<file path="config.mk">
export PLATFORM = sky130hd
export DESIGN_NAME = rc_stick_calibrate_and_scale_unit
export DESIGN_NICKNAME = d
export VERILOG_FILES = /design/src/sv/rcs_pkg.sv /design/src/sv/rcs_bound_store.sv /design/src/sv/rcs_axis_prep.sv /design/src/sv/rcs_serial_div.sv /design/src/sv/rc_stick_calibrate_and_scale_unit.sv
export VERILOG_INCLUDE_DIRS = /design/src /design/src/sv
export SDC_FILE = /design/constraint.sdc
export NUM_CORES = 1
export LEC_CHECK = 0
export BUFFER_PORTS_ARGS = -buffer_cell sky130_fd_sc_hd__buf_2
export CAP_MARGIN = 40
export CORE_MARGIN = 8
export CORE_UTILIZATION = 70
export CTS_BUF_LIST = sky130_fd_sc_hd__clkbuf_2
export DETAILED_ROUTE_END_ITERATION = 10
export HOLD_SLACK_MARGIN = 0.08
export PLACE_DENSITY = 0.89
export SETUP_SLACK_MARGIN = 0.3
export SLEW_MARGIN = 0
export SYNTH_ARGS = -nofsm -noshare
export SYNTH_HDL_FRONTEND = slang
export SYNTH_SLANG_ARGS = --single-unit
</file>
<file path="constraint.sdc">
create_clock -name clk_i -period 11.37 [get_ports clk_i]
set_input_delay 1.7055 -clock clk_i [delete_from_list [all_inputs] [get_ports clk_i]]
set_output_delay 1.7055 -clock clk_i [all_outputs]
set_load 0.1 [all_outputs]
</file>
<file path="src/sv/rc_stick_calibrate_and_scale_unit_defines.svh">
// ---------------------------------------------------------------------------
// rc stick calibrate and scale unit: assertion macros
// shared concurrent assertion forms, clocked on clk_i and idle in reset
// ---------------------------------------------------------------------------
`ifndef RC_STICK_CALIBRATE_AND_SCALE_UNIT_DEFINES_SVH
`define RC_STICK_CALIBRATE_AND_SCALE_UNIT_DEFINES_SVH

// property must hold at every edge outside reset
`define RCS_ASSERT(lbl, prop, msg) \
  lbl: assert property (@(posedge clk_i) disable iff (!rst_ni) (prop)) else $error(msg);

// condition must never be seen outside reset
`define RCS_ASSERT_NEVER(lbl, cond, msg) \
  `RCS_ASSERT(lbl, !(cond), msg)

`endif

</file>
<file path="src/sv/rcs_pkg.sv">
// ---------------------------------------------------------------------------
// rcs_pkg
// types, constants and helpers shared by the stick calibrate and scale unit
// ---------------------------------------------------------------------------
package rcs_pkg;

  localparam int unsigned RAW_BITS    = 11;
  localparam int unsigned BOUND_W     = 11;
  localparam int unsigned RAW_EXT_W   = (RAW_BITS > BOUND_W) ? RAW_BITS : BOUND_W;
  localparam int unsigned OUT_W       = 10;
  localparam int unsigned DZ_W        = 9;
  localparam int unsigned NUM_AXES    = 5;
  localparam int unsigned NUM_CENTRED = 3;
  localparam int unsigned AXIS_W      = 3;
  localparam int unsigned QUOT_W      = 10;
  localparam int unsigned NUM_W       = BOUND_W + QUOT_W;
  localparam int unsigned STEP_W      = 4;
  localparam int unsigned SEG_W       = BOUND_W + 2;
  localparam int unsigned CFG_IDX_W   = 1;
  localparam int unsigned CFG_DATA_W  = 9;

  typedef logic [BOUND_W-1:0] bound_t;
  typedef bound_t [NUM_AXES-1:0] axis_vec_t;

  localparam bound_t RAW_SAT     = BOUND_W'(2047);
  localparam bound_t BOUND_RESET = BOUND_W'(1500);
  localparam logic [DZ_W-1:0] DZ_RESET = DZ_W'(20);

  localparam logic [OUT_W-1:0] OUT_MID          = OUT_W'(500);
  localparam logic [OUT_W-1:0] OUT_SEG_LO_END   = OUT_W'(499);
  localparam logic [OUT_W-1:0] OUT_SEG_HI_START = OUT_W'(501);
  localparam logic [OUT_W-1:0] OUT_FULL         = OUT_W'(1000);
  localparam logic [OUT_W-1:0] OUT_ZERO         = OUT_W'(0);

  localparam logic [QUOT_W-1:0] GAIN_CENTRED = QUOT_W'(499);
  localparam logic [QUOT_W-1:0] GAIN_LINEAR  = QUOT_W'(1000);

  localparam logic [AXIS_W-1:0] AXIS_LAST = AXIS_W'(NUM_AXES - 1);

  typedef enum logic [CFG_IDX_W-1:0] {
    CFG_DEADZONE = 1'b0,
    CFG_CAL_EN   = 1'b1
  } cfg_reg_e;

  typedef enum logic [2:0] {
    ST_IDLE,
    ST_BOUNDS,
    ST_PREP,
    ST_MUL,
    ST_DIV,
    ST_DONE
  } state_e;

  typedef struct packed {
    logic                action;
    logic [RAW_BITS-1:0] roll_raw;
    logic [RAW_BITS-1:0] pitch_raw;
    logic [RAW_BITS-1:0] yaw_raw;
    logic [RAW_BITS-1:0] throttle_raw;
    logic [RAW_BITS-1:0] aux_raw;
    logic                link_up;
  } in_item_t;

  typedef struct packed {
    logic [OUT_W-1:0] roll_scaled;
    logic [OUT_W-1:0] pitch_scaled;
    logic [OUT_W-1:0] yaw_scaled;
    logic [OUT_W-1:0] throttle_scaled;
    logic [OUT_W-1:0] aux_scaled;
  } out_item_t;

  typedef struct packed {
    logic load;
    logic clear;
    logic widen;
    logic rotate;
  } store_ctrl_t;

  // value is the whole result for a constant answer, the offset otherwise
  typedef struct packed {
    logic             is_div;
    logic [OUT_W-1:0] value;
    bound_t           diff;
    bound_t           den;
    logic             centred;
  } prep_t;

  typedef struct packed {
    logic busy;
    logic done;
  } div_stat_t;

  function automatic bound_t sat_raw(input logic [RAW_BITS-1:0] r);
    logic [RAW_EXT_W-1:0] r_ext;
    r_ext = RAW_EXT_W'(r);
    if (r_ext > RAW_EXT_W'(RAW_SAT)) begin
      return RAW_SAT;
    end
    return BOUND_W'(r_ext);
  endfunction

endpackage

</file>
<file path="src/sv/rcs_bound_store.sv">
// ---------------------------------------------------------------------------
// rcs_bound_store
// per-axis raw sample and calibration bounds, rotated one axis per step
// ---------------------------------------------------------------------------
module rcs_bound_store (
  input  logic                clk_i,
  input  logic                rst_ni,
  input  rcs_pkg::store_ctrl_t ctrl_i,
  input  rcs_pkg::axis_vec_t  raw_i,
  output rcs_pkg::bound_t     raw_o,
  output rcs_pkg::bound_t     lo_o,
  output rcs_pkg::bound_t     hi_o
);

  rcs_pkg::axis_vec_t raw_q;
  rcs_pkg::axis_vec_t lo_q;
  rcs_pkg::axis_vec_t hi_q;

  always_ff @(posedge clk_i or negedge rst_ni) begin
    if (!rst_ni) begin
      lo_q <= {rcs_pkg::NUM_AXES{rcs_pkg::BOUND_RESET}};
      hi_q <= {rcs_pkg::NUM_AXES{rcs_pkg::BOUND_RESET}};
    end else if (ctrl_i.clear) begin
      lo_q <= {rcs_pkg::NUM_AXES{rcs_pkg::BOUND_RESET}};
      hi_q <= {rcs_pkg::NUM_AXES{rcs_pkg::BOUND_RESET}};
    end else if (ctrl_i.widen) begin
      for (int i = 0; i < rcs_pkg::NUM_AXES; i++) begin
        if (raw_q[i] < lo_q[i]) begin
          lo_q[i] <= raw_q[i];
        end
        if (raw_q[i] > hi_q[i]) begin
          hi_q[i] <= raw_q[i];
        end
      end
    end else if (ctrl_i.rotate) begin
      // head moves on to the next axis, five turns bring the order back
      lo_q <= {lo_q[0], lo_q[rcs_pkg::NUM_AXES-1:1]};
      hi_q <= {hi_q[0], hi_q[rcs_pkg::NUM_AXES-1:1]};
    end
  end

  always_ff @(posedge clk_i) begin
    if (ctrl_i.load) begin
      raw_q <= raw_i;
    end else if (ctrl_i.rotate) begin
      raw_q <= {raw_q[0], raw_q[rcs_pkg::NUM_AXES-1:1]};
    end
  end

  assign raw_o = raw_q[0];
  assign lo_o  = lo_q[0];
  assign hi_o  = hi_q[0];

endmodule

</file>
<file path="src/sv/rcs_axis_prep.sv">
// ---------------------------------------------------------------------------
// rcs_axis_prep
// clamps one axis and picks its segment: constant answer or divide operands
// ---------------------------------------------------------------------------
module rcs_axis_prep (
  input  rcs_pkg::bound_t             raw_i,
  input  rcs_pkg::bound_t             lo_i,
  input  rcs_pkg::bound_t             hi_i,
  input  logic [rcs_pkg::DZ_W-1:0]    dz_i,
  input  logic                        centred_i,
  output rcs_pkg::prep_t              prep_o
);

  logic                                collapsed;
  rcs_pkg::bound_t                     r;
  rcs_pkg::bound_t                     mid;
  logic [rcs_pkg::BOUND_W:0]           sum;
  logic signed [rcs_pkg::SEG_W-1:0]    r_s;
  logic signed [rcs_pkg::SEG_W-1:0]    lo_s;
  logic signed [rcs_pkg::SEG_W-1:0]    hi_s;
  logic signed [rcs_pkg::SEG_W-1:0]    mid_s;
  logic signed [rcs_pkg::SEG_W-1:0]    dz_s;
  logic signed [rcs_pkg::SEG_W-1:0]    lo_dz;
  logic signed [rcs_pkg::SEG_W-1:0]    hi_dz;
  logic signed [rcs_pkg::SEG_W-1:0]    seg_den;
  logic signed [rcs_pkg::SEG_W-1:0]    seg_diff;

  always_comb begin
    collapsed = (hi_i <= lo_i);
    if (raw_i < lo_i) begin
      r = lo_i;
    end else if (raw_i > hi_i) begin
      r = hi_i;
    end else begin
      r = raw_i;
    end
    sum   = {1'b0, lo_i} + {1'b0, hi_i};
    mid   = sum[rcs_pkg::BOUND_W:1];
    r_s   = signed'(rcs_pkg::SEG_W'(r));
    lo_s  = signed'(rcs_pkg::SEG_W'(lo_i));
    hi_s  = signed'(rcs_pkg::SEG_W'(hi_i));
    mid_s = signed'(rcs_pkg::SEG_W'(mid));
    dz_s  = signed'(rcs_pkg::SEG_W'(dz_i));
    // a wide deadzone can push the lower edge below zero
    lo_dz = mid_s - dz_s;
    hi_dz = mid_s + dz_s;

    seg_den  = '0;
    seg_diff = '0;
    prep_o.is_div  = 1'b0;
    prep_o.value   = rcs_pkg::OUT_ZERO;
    prep_o.diff    = '0;
    prep_o.den     = '0;
    prep_o.centred = centred_i;

    if (!centred_i) begin
      if (!collapsed) begin
        prep_o.is_div = 1'b1;
        prep_o.diff   = r - lo_i;
        prep_o.den    = hi_i - lo_i;
      end
    end else if (collapsed) begin
      prep_o.value = rcs_pkg::OUT_MID;
    end else if (r_s >= lo_dz && r_s <= hi_dz) begin
      prep_o.value = rcs_pkg::OUT_MID;
    end else if (r < mid) begin
      if (lo_dz <= lo_s) begin
        prep_o.value = rcs_pkg::OUT_SEG_LO_END;
      end else begin
        seg_den       = lo_dz - lo_s;
        prep_o.is_div = 1'b1;
        prep_o.diff   = r - lo_i;
        prep_o.den    = seg_den[rcs_pkg::BOUND_W-1:0];
      end
    end else begin
      if (hi_s <= hi_dz) begin
        prep_o.value = rcs_pkg::OUT_FULL;
      end else begin
        seg_den       = hi_s - hi_dz;
        seg_diff      = r_s - hi_dz;
        prep_o.is_div = 1'b1;
        prep_o.value  = rcs_pkg::OUT_SEG_HI_START;
        prep_o.diff   = seg_diff[rcs_pkg::BOUND_W-1:0];
        prep_o.den    = seg_den[rcs_pkg::BOUND_W-1:0];
      end
    end
  end

endmodule

</file>
<file path="src/sv/rcs_serial_div.sv">
// ---------------------------------------------------------------------------
// rcs_serial_div
// restoring divider, one quotient bit per cycle, quotient below 1024
// ---------------------------------------------------------------------------
`include "rc_stick_calibrate_and_scale_unit_defines.svh"

module rcs_serial_div (
  input  logic                         clk_i,
  input  logic                         rst_ni,
  input  logic                         start_i,
  input  logic [rcs_pkg::NUM_W-1:0]    num_i,
  input  rcs_pkg::bound_t              den_i,
  output rcs_pkg::div_stat_t           stat_o,
  output logic [rcs_pkg::QUOT_W-1:0]   quot_o
);

  rcs_pkg::bound_t                   den_q;
  rcs_pkg::bound_t                   rem_q;
  // numerator bits leave at the top while quotient bits enter at the bottom
  logic [rcs_pkg::QUOT_W-1:0]        shift_q;
  logic [rcs_pkg::STEP_W-1:0]        step_q;
  logic                              busy_q;
  logic                              done_q;
  logic [rcs_pkg::BOUND_W:0]         trial;
  logic [rcs_pkg::BOUND_W:0]         trial_sub;
  logic                              take;

  always_comb begin
    trial     = {rem_q, shift_q[rcs_pkg::QUOT_W-1]};
    trial_sub = trial - {1'b0, den_q};
    take      = (trial >= {1'b0, den_q});
  end

  always_ff @(posedge clk_i or negedge rst_ni) begin
    if (!rst_ni) begin
      busy_q <= 1'b0;
      done_q <= 1'b0;
      step_q <= '0;
    end else begin
      done_q <= 1'b0;
      if (start_i) begin
        busy_q <= 1'b1;
        step_q <= rcs_pkg::STEP_W'(rcs_pkg::QUOT_W - 1);
      end else if (busy_q) begin
        if (step_q == '0) begin
          busy_q <= 1'b0;
          done_q <= 1'b1;
        end else begin
          step_q <= step_q - 1'b1;
        end
      end
    end
  end

  always_ff @(posedge clk_i) begin
    if (start_i) begin
      rem_q   <= num_i[rcs_pkg::NUM_W-1:rcs_pkg::QUOT_W];
      shift_q <= num_i[rcs_pkg::QUOT_W-1:0];
      den_q   <= den_i;
    end else if (busy_q) begin
      rem_q   <= take ? trial_sub[rcs_pkg::BOUND_W-1:0] : trial[rcs_pkg::BOUND_W-1:0];
      shift_q <= {shift_q[rcs_pkg::QUOT_W-2:0], take};
    end
  end

  assign stat_o.busy = busy_q;
  assign stat_o.done = done_q;
  assign quot_o      = shift_q;

  `RCS_ASSERT_NEVER(a_div_restart, start_i && busy_q, "divider restarted while busy")
  `RCS_ASSERT(a_div_rem_bound, busy_q |-> (rem_q < den_q), "partial remainder not below divisor")
  `RCS_ASSERT(a_div_quot_range, done_q |-> (shift_q <= rcs_pkg::OUT_FULL), "quotient above full scale")

endmodule

</file>
<file path="src/sv/rc_stick_calibrate_and_scale_unit.sv">
// ---------------------------------------------------------------------------
// rc_stick_calibrate_and_scale_unit
// five-axis stick calibration with deadzone and linear scaling to 0..1000
// ---------------------------------------------------------------------------
// One transfer in gives one transfer out. An item is taken only while the unit
// is idle and occupies it until it can take the next: a bounds step that clears
// them or, with calibration on, widens them, then per axis either a constant
// answer from segment selection or, for an axis that needs a division, segment
// selection, multiply by the gain and the bit-serial divider, and finally
// loading the output register before it returns to idle.
// The single shared restoring divider, one quotient bit per cycle, sets the
// worst case. The finished result sits in an output register, so a stalled
// consumer only holds the unit once the next result is ready. Bounds reset to
// 1500 with no clearing pass; configuration writes take effect at once.
// ---------------------------------------------------------------------------
`include "rc_stick_calibrate_and_scale_unit_defines.svh"

module rc_stick_calibrate_and_scale_unit (
  input  logic                              clk_i,
  input  logic                              rst_ni,
  input  logic                              cfg_we_i,
  input  logic [rcs_pkg::CFG_IDX_W-1:0]     cfg_idx_i,
  input  logic [rcs_pkg::CFG_DATA_W-1:0]    cfg_wdata_i,
  input  logic                              in_valid_i,
  output logic                              in_ready_o,
  input  rcs_pkg::in_item_t                 in_data_i,
  output logic                              out_valid_o,
  input  logic                              out_ready_i,
  output rcs_pkg::out_item_t                out_data_o
);

  logic [rcs_pkg::DZ_W-1:0]    dz_q;
  logic                        cal_en_q;
  rcs_pkg::state_e             state_q;
  rcs_pkg::state_e             state_d;
  logic [rcs_pkg::AXIS_W-1:0]  axis_q;
  logic                        action_q;
  logic                        link_q;
  rcs_pkg::prep_t              prep_q;
  logic [rcs_pkg::OUT_W-1:0]   res_q [rcs_pkg::NUM_AXES];
  rcs_pkg::out_item_t          out_q;
  logic                        out_valid_q;

  logic                        accept;
  logic                        last_axis;
  logic                        centred;
  logic                        axis_done;
  logic                        out_load;
  logic                        div_start;
  logic [rcs_pkg::OUT_W-1:0]   res_value;
  logic [rcs_pkg::QUOT_W-1:0]  gain;
  logic [rcs_pkg::NUM_W-1:0]   num;
  logic [rcs_pkg::QUOT_W-1:0]  quot;
  rcs_pkg::axis_vec_t          raw_vec;
  rcs_pkg::store_ctrl_t        store_ctrl;
  rcs_pkg::bound_t             head_raw;
  rcs_pkg::bound_t             head_lo;
  rcs_pkg::bound_t             head_hi;
  rcs_pkg::prep_t              prep;
  rcs_pkg::div_stat_t          div_stat;
  logic                        in_div;
  logic                        in_done;
  logic                        out_in_range;

  // configuration registers
  always_ff @(posedge clk_i or negedge rst_ni) begin
    if (!rst_ni) begin
      dz_q     <= rcs_pkg::DZ_RESET;
      cal_en_q <= 1'b0;
    end else if (cfg_we_i) begin
      case (rcs_pkg::cfg_reg_e'(cfg_idx_i))
        rcs_pkg::CFG_DEADZONE: begin
          dz_q <= cfg_wdata_i[rcs_pkg::DZ_W-1:0];
        end
        rcs_pkg::CFG_CAL_EN: begin
          cal_en_q <= cfg_wdata_i[0];
        end
        default: begin
        end
      endcase
    end
  end

  assign in_ready_o = (state_q == rcs_pkg::ST_IDLE);
  assign accept     = in_valid_i && in_ready_o;
  assign last_axis  = (axis_q == rcs_pkg::AXIS_LAST);
  assign centred    = (axis_q < rcs_pkg::AXIS_W'(rcs_pkg::NUM_CENTRED));

  always_comb begin
    raw_vec[0] = rcs_pkg::sat_raw(in_data_i.roll_raw);
    raw_vec[1] = rcs_pkg::sat_raw(in_data_i.pitch_raw);
    raw_vec[2] = rcs_pkg::sat_raw(in_data_i.yaw_raw);
    raw_vec[3] = rcs_pkg::sat_raw(in_data_i.throttle_raw);
    raw_vec[4] = rcs_pkg::sat_raw(in_data_i.aux_raw);
  end

  rcs_bound_store u_store (
    .clk_i  (clk_i),
    .rst_ni (rst_ni),
    .ctrl_i (store_ctrl),
    .raw_i  (raw_vec),
    .raw_o  (head_raw),
    .lo_o   (head_lo),
    .hi_o   (head_hi)
  );

  rcs_axis_prep u_prep (
    .raw_i     (head_raw),
    .lo_i      (head_lo),
    .hi_i      (head_hi),
    .dz_i      (dz_q),
    .centred_i (centred),
    .prep_o    (prep)
  );

  assign gain = prep_q.centred ? rcs_pkg::GAIN_CENTRED : rcs_pkg::GAIN_LINEAR;
  assign num  = rcs_pkg::NUM_W'(prep_q.diff) * rcs_pkg::NUM_W'(gain);

  rcs_serial_div u_div (
    .clk_i   (clk_i),
    .rst_ni  (rst_ni),
    .start_i (div_start),
    .num_i   (num),
    .den_i   (prep_q.den),
    .stat_o  (div_stat),
    .quot_o  (quot)
  );

  // next state
  always_comb begin
    state_d = state_q;
    case (state_q)
      rcs_pkg::ST_IDLE: begin
        if (accept) begin
          state_d = rcs_pkg::ST_BOUNDS;
        end
      end
      rcs_pkg::ST_BOUNDS: begin
        state_d = rcs_pkg::ST_PREP;
      end
      rcs_pkg::ST_PREP: begin
        if (prep.is_div) begin
          state_d = rcs_pkg::ST_MUL;
        end else if (last_axis) begin
          state_d = rcs_pkg::ST_DONE;
        end
      end
      rcs_pkg::ST_MUL: begin
        state_d = rcs_pkg::ST_DIV;
      end
      rcs_pkg::ST_DIV: begin
        if (div_stat.done) begin
          state_d = last_axis ? rcs_pkg::ST_DONE : rcs_pkg::ST_PREP;
        end
      end
      rcs_pkg::ST_DONE: begin
        if (!out_valid_q || out_ready_i) begin
          state_d = rcs_pkg::ST_IDLE;
        end
      end
      default: begin
        state_d = rcs_pkg::ST_IDLE;
      end
    endcase
  end

  // control outputs
  always_comb begin
    store_ctrl.load   = accept;
    store_ctrl.clear  = 1'b0;
    store_ctrl.widen  = 1'b0;
    axis_done         = 1'b0;
    div_start         = 1'b0;
    out_load          = 1'b0;
    res_value         = prep.value;
    case (state_q)
      rcs_pkg::ST_BOUNDS: begin
        store_ctrl.clear = action_q;
        store_ctrl.widen = !action_q && cal_en_q;
      end
      rcs_pkg::ST_PREP: begin
        axis_done = !prep.is_div;
      end
      rcs_pkg::ST_MUL: begin
        div_start = 1'b1;
      end
      rcs_pkg::ST_DIV: begin
        axis_done = div_stat.done;
        res_value = prep_q.value + quot;
      end
      rcs_pkg::ST_DONE: begin
        out_load = !out_valid_q || out_ready_i;
      end
      default: begin
      end
    endcase
    store_ctrl.rotate = axis_done;
  end

  always_ff @(posedge clk_i or negedge rst_ni) begin
    if (!rst_ni) begin
      state_q     <= rcs_pkg::ST_IDLE;
      axis_q      <= '0;
      out_valid_q <= 1'b0;
    end else begin
      state_q <= state_d;
      if (state_q == rcs_pkg::ST_BOUNDS) begin
        axis_q <= '0;
      end else if (axis_done) begin
        axis_q <= axis_q + 1'b1;
      end
      if (out_load) begin
        out_valid_q <= 1'b1;
      end else if (out_ready_i) begin
        out_valid_q <= 1'b0;
      end
    end
  end

  always_ff @(posedge clk_i) begin
    if (accept) begin
      action_q <= in_data_i.action;
      link_q   <= in_data_i.link_up;
    end
    if (state_q == rcs_pkg::ST_PREP) begin
      prep_q <= prep;
    end
    // results enter at the tail, roll ends up at the head
    if (axis_done) begin
      for (int i = 0; i < rcs_pkg::NUM_AXES - 1; i++) begin
        res_q[i] <= res_q[i+1];
      end
      res_q[rcs_pkg::NUM_AXES-1] <= res_value;
    end
    if (out_load) begin
      out_q.roll_scaled     <= res_q[0];
      out_q.pitch_scaled    <= res_q[1];
      out_q.yaw_scaled      <= res_q[2];
      out_q.throttle_scaled <= link_q ? res_q[3] : rcs_pkg::OUT_ZERO;
      out_q.aux_scaled      <= res_q[4];
    end
  end

  assign out_valid_o = out_valid_q;
  assign out_data_o  = out_q;

  assign in_div       = (state_q == rcs_pkg::ST_DIV);
  assign in_done      = (state_q == rcs_pkg::ST_DONE);
  assign out_in_range = (out_q.roll_scaled <= rcs_pkg::OUT_FULL) &&
                        (out_q.pitch_scaled <= rcs_pkg::OUT_FULL) &&
                        (out_q.yaw_scaled <= rcs_pkg::OUT_FULL) &&
                        (out_q.throttle_scaled <= rcs_pkg::OUT_FULL) &&
                        (out_q.aux_scaled <= rcs_pkg::OUT_FULL);

  `RCS_ASSERT(a_out_range, out_valid_o |-> out_in_range, "scaled output above full scale")
  `RCS_ASSERT(a_div_tracks_state, in_div |-> (|div_stat), "waiting on an idle divider")
  `RCS_ASSERT(a_out_from_done, $rose(out_valid_q) |-> $past(in_done), "result before last axis")

endmodule

</file>
==> results.yml, run 1 <==
finish:
  fillers: 2325
  final_common_cell: "ha_1"
  layout_common_cells: "287 x ha_1, 250 x inv_1, 218 x edfxtp_1"
  finalNetCount: 2969
  drive_gt1_frac: 0.185
  syn2layout_area_growth_pct: 7.64
clock_network:
  postCtsSetupRepairBufs: 0
  clk_root_buffer_cell: "clkbuf_2"
  cts_hold_buf: 0
  cts_max_path_buffers: 3
  cts-buffers-inserted: 88
  clk_pin_slew_ns: 0.12
  cts.sinks: 351
  cts_tree: "yes"
  cts_max_level: 3
  worstSkewPairLatency_ns: 1.08
  cts_resized: 0
critical_path:
  crit_path_max_incr_delay_ns: 0.70
  critPathKind: "register to register"
  endpoint_kind: "register"
  cp_common_cell: "ha_1"
  arrival_ns: 8.68
  cp_slowest_cell: "o21a_1"
  r2r_start: "u_store.lo_o[1]"
  crit_fanout: 31
  required_ns: 12.00
  cp_cell_sequence: "inv_1 -> ha_1 -> nor2b_1 -> o311ai_2 -> a311oi_1 -> nor2_1 -> xnor2_1 -> ha_1 -> inv_1 -> a221oi_1 -> a31oi_1 -> a221o_1 -> xnor2_1 -> ha_1 -> a21o_1 -> a21oi_1 -> nand2_1 -> o31ai_1 -> a31oi_1 -> o22ai_1 -> a21o_2 -> o21a_1 -> or3_2 -> buf_4"
  crit_path_start: "u_store.lo_o[1]"
  start_kind: "register"
synthesis:
  syn_area_sq_mm: 0.0251
  synth_top_area_frac: 0.261
  synth_seq_cells: 351
  async_flop_share: 0.379
  yosysSeqAreaShare: 0.398
  synth_top_area_cell: "edfxtp_1"
  synth_area_leaders: "edfxtp_1 26%, ha_1 14%, dfstp_2 7.5%"
  ys.flop_type: "edfxtp_1"
  yosysWarnings: 0
  syn_avg_cell_area_sq_um: 10.5
  synth_enable_flop_cells: 218
  syn_inst: 2380
  yosysUniqueCellTypes: 81
detailed_routing:
  vias_per_cell: 6.56
  final_antenna_net_count: 0
  firstDrtPassIters: 6
  drc_errors: 0
  vias: 20176
  first_iter_violations: 2277
  wl_um: 75400
  wl_per_cell_um: 24.5
global_route:
  grt_start_max_net_pins: 71
  grtUsageTotal: 0.356
  antenna_found_initial: 1
  grt_pass1_wl_um: 116000
  grt-ovfl-total: 0
  grt_pass1_vias: 20559
run_status:
  outcome: "finished clean"
sta:
  maxSlewViolCount: 0
  slew_headroom: 0.371
  min_period_ns: 8.05
  fin_skew_ns: 0.105
  fin_tns_setup_ns: 0
  grt_setup_unrepaired: "no"
  period_share: 0.708
  worstMarginPinSlew_ns: 0.943
  hold_viol: 0
  clock.fmax_mhz: 124
  setup_viol: 0
floorplanning:
  die_y_um: 205
  initial_utilization: 0.708
  std_cell_rows: 69
  die_w_um: 205
  core_sq_mm: 0.0354
  dieArea_sq_mm: 0.0421
  io_pins: 124
placement:
  routabilityCongestion: 1.06
  dp.final_hpwl_um: 56700
  io_buffers: 123
hold_path:
  hp-class: "register to register"
  min_from: "res_q[0][6]"
flow_run:
  maxCapViolCount: 0
## worst paths after layout
kind	endpoint	slack, ns	cells past startpoint
max	u_store.raw_o[3]	3.32	24
min	out_data_o[46]	0.41	0
max reg2reg	u_store.raw_o[3]	3.32	24
min reg2reg	out_data_o[46]	0.41	0
max in group asynchronous	u_store.hi_o[8]	9.36	3
min in group asynchronous	u_store.lo_q[38]	0.70	1
## synth_stat cells (11+ instances only)
master	instances
a221oi_1	13
mux2_2	68
nand2_1	140
nand4_1	18
a21o_1	32
o21bai_1	17
a22oi_1	13
inv_1	250
dfrtp_1	61
nand3_1	27
o22ai_1	81
mux2i_1	76
nand2b_1	30
and2_1	29
dfstp_2	72
nor4_1	24
mux2_4	11
o21a_1	24
nor2_1	139
fa_1	69
a21oi_1	155
buf_2	12
clkbuf_1	63
a211oi_1	21
xnor2_1	67
nor3_1	20
a221o_1	24
xor2_1	32
edfxtp_1	218
ha_1	287
nor2b_1	39
o21ai_0	99
## state kept, by name (all words and copies together), names as in the netlist, 3 cells and up
register / count
u_store.hi_q: 44
state_q: 3
dz_q: 9
u_store.raw_o: 11
u_div.step_q: 4
prep_q: 29
u_store.hi_o: 11
out_data_o: 50
u_store.lo_o: 11
u_div.quot_o: 10
u_store.lo_q: 44
u_div.rem_q: 11
u_store.raw_q: 44
u_div.den_q: 11
axis_q: 3
res_q: 50
## kinds of logic after synthesis
group                    count (synthesis)  synth area share
AND/OR/NAND/NOR                        511            0.0987
flip-flops                             351             0.398
buffers and inverters                  336            0.0530
adder cells (fa/ha/maj)                356             0.198
XOR/XNOR                                99            0.0346
AO/OA/AOI/OAI                          567             0.149
other                                    2          0.000300
multiplexers                           158            0.0688
## stage by stage
stage | utilization | cell area [sq um] | hold WS (ns) | worst slack [ns] | instances
global route | 0.762 | 27000 | 0.416 | 2.89 | 3076
CTS | 0.762 | 27000 | 0.397 | 3.46 | 3074
detailed placement | 0.738 | 26100 | 0.405 | 3.52 | 2911
finish | 0.762 | 27000 | 0.408 | 3.32 | 3076
floorplan | - | 25100 | 0.400 | 4.85 | 2387
global placement | 0.737 | 26100 | 0.401 | 3.81 | 2907
## critical path, delay by kind of cell (launching register included)
family / cells / cell delay [ns]
buf+inv: 3 / 0.87
simple gates: 4 / 1.06
flops: 1 / 0.56
xor+xnor: 2 / 0.48
fa+ha+maj: 3 / 1.17
compound gates: 12 / 3.48
## area by class of cell
class | count | area, sq um | share of cell area
Sequential cell | 351 | 9960 | 0.369
Tap cell | 461 | 577 | 0.0214
Inverter | 251 | 942 | 0.0349
Multi-Input combinational cell | 1700 | 13800 | 0.512
Clock buffer | 141 | 706 | 0.0262
Clock inverter | 22 | 125 | 0.00464
Timing Repair Buffer | 149 | 835 | 0.0309
Antenna cell | 1 | 2.50 | 0.0000928
## layer usage
layer | global-route usage | share of wire | vias up
met2 | 0.557 | 0.45 | 1256
met1 | 0.462 | 0.39 | 9669
li1 | - | - | 8975
met3 | 0.0924 | 0.11 | 276
met4 | 0.163 | 0.048 | 0
met5 | 0 | 0 | -
Power of run 1 is left out: the tool's default activity adds up to more than one toggle a clock period on the data nets, which glitch-free logic cannot reach.
==> run 2: changes to the inputs <==
- CORE_UTILIZATION: 70 -> 58
- PLACE_DENSITY: 0.89 -> 0.79
- clock period: 11.37 -> 6.6 ns (I/O delays scaled with it)
==> results.yml, run 2 (synthesis gave the netlist of run 1 again) <==
hold_path:
  min_from: "in_data_i[24]"
  min_path_cells: 2
  hold_end: "u_store.raw_q[23]"
  hp-class: "input pin to register"
finish:
  final_common_cell: "ha_1"
  fillers: 3335
  finalNetCount: 3015
  layout_common_cells: "282 x ha_1, 246 x inv_1, 218 x edfxtp_1"
  drive_gt1_frac: 0.201
  syn2layout_area_growth_pct: 10.4
detailed_routing:
  vias: 19892
  first_iter_violations: 2018
  final_antenna_net_count: 0
  wl_per_cell_um: 22.4
  vias_per_cell: 6.12
  drc_errors: 0
  wl_um: 72700
  firstDrtPassIters: 6
floorplanning:
  core_sq_mm: 0.0429
  dieArea_sq_mm: 0.0501
  io_pins: 124
  initial_utilization: 0.584
  die_w_um: 224
  std_cell_rows: 76
  die_y_um: 224
critical_path:
  start_kind: "register"
  r2r_start: "u_store.hi_o[5]"
  rr_endpoint: "u_store.raw_q[45]"
  required_ns: 7.39
  crit_fanout: 27
  rrSetupSlack_ns: 0.53
  endpoint_kind: "register"
  arrival_ns: 6.86
  cp_slowest_cell: "dfrtp_1"
  crit_path_max_incr_delay_ns: 0.65
  cp_cell_sequence: "ha_2 -> inv_2 -> a21oi_1 -> a311oi_2 -> nor2_1 -> xnor2_2 -> ha_4 -> inv_1 -> a221oi_1 -> a31oi_1 -> a221o_1 -> xnor2_1 -> ha_1 -> a21o_1 -> a21oi_1 -> nand2_1 -> o31ai_1 -> a31oi_1 -> o22ai_1 -> a21o_2 -> o21a_1 -> buf_4 -> or3_4 -> clkbuf_16"
  ff2ff_path_depth: 24
  critPathKind: "register to register"
global_route:
  grt_pass1_vias: 19870
  grt-ovfl-total: 0
  grt_start_max_net_pins: 91
  antenna_found_initial: 2
  grtUsageTotal: 0.283
  grt_pass1_wl_um: 111000
clock_network:
  worstSkewPairLatency_ns: 1.13
  cts-buffers-inserted: 90
  clk_pin_slew_ns: 0.12
  cts_tree: "yes"
  cts.sinks: 351
  cts_max_level: 3
  cts_max_path_buffers: 3
  clk_root_buffer_cell: "clkbuf_2"
sta:
  min_period_ns: 6.07
  fin_ws_ns: 0.533
  hold_viol: 0
  fin_skew_ns: 0.186
  setup_viol: 0
  clock.fmax_mhz: 165
  worstMarginPinSlew_ns: 0.923
  maxSlewViolCount: 0
  grt_setup_unrepaired: "no"
  slew_headroom: 0.384
  fin_tns_setup_ns: 0
  period_share: 0.919
placement:
  io_buffers: 123
  dp.final_hpwl_um: 54600
  routabilityCongestion: 1.05
  dp_slack_ns: 0.301
flow_run:
  maxCapViolCount: 0
run_status:
  outcome: "finished clean"
-- run 2: area by class of cell --
type                            instances  area [sq um]  share of cell area
Antenna cell                            3          7.51            0.000271
Clock buffer                          131           656              0.0237
Clock inverter                         37           194             0.00701
Inverter                              251           942              0.0341
Multi-Input combinational cell       1700         13900               0.504
Sequential cell                       351          9960               0.360
Tap cell                              585           732              0.0265
Timing Repair Buffer                  193          1230              0.0444
-- run 2: layer usage --
layer,global-route usage,vias up,part of all wire
met5,0,-,0
met4,0.114,0,0.037
met3,0.0702,192,0.10
met2,0.454,1083,0.46
met1,0.367,9547,0.40
li1,-,9070,-
-- run 2: timing repair --
item | in CTS | in global routing
hold endpoints to repair | 45 | 0
resized for setup | 1 | 23
setup buffers | 0 | 5
hold buffers | 5 | 0
endpoints found under the setup margin | 55 | 234
gates cloned | 0 | 1
pin swaps | 0 | 7
-- run 2: per-stage QoR --
step,hold WS [ns],instances,instance area [sq um],util
after detailed placement,0.405,3069,26600,0.620
after floorplan,0.400,2387,25100,-
final,0.161,3251,27700,0.645
after global routing,0.0732,3251,27700,0.645
after CTS,0.0803,3242,27500,0.641
after global placement,0.401,3063,26500,0.618
-- run 2: worst max path at each step --
stage	slack, ns	end	from	cells after the start
4_1_cts	0.32	u_store.raw_q[45]	u_store.lo_o[3]	25
3_3_place_gp	0.44	u_store.raw_q[17]	u_store.lo_o[2]	25
5_1_grt	0.28	prep_q[16]	u_store.lo_o[3]	25
6_report	0.53	u_store.raw_q[45]	u_store.hi_o[5]	24
3_5_place_dp	0.30	u_store.raw_q[16]	u_store.lo_o[2]	25
2_1_floorplan	0.42	res_q[0][0]	u_store.lo_o[1]	24
-- run 2: critical path, delay by kind of cell, from the launching register on --
kind            cells  cell delay, ns
flops               1            0.65
buf+inv             4            0.59
xor+xnor            2            0.36
simple gates        3            0.59
compound gates     12            2.36
fa+ha+maj           3            1.15
Power of run 2 is left out for the same reason.
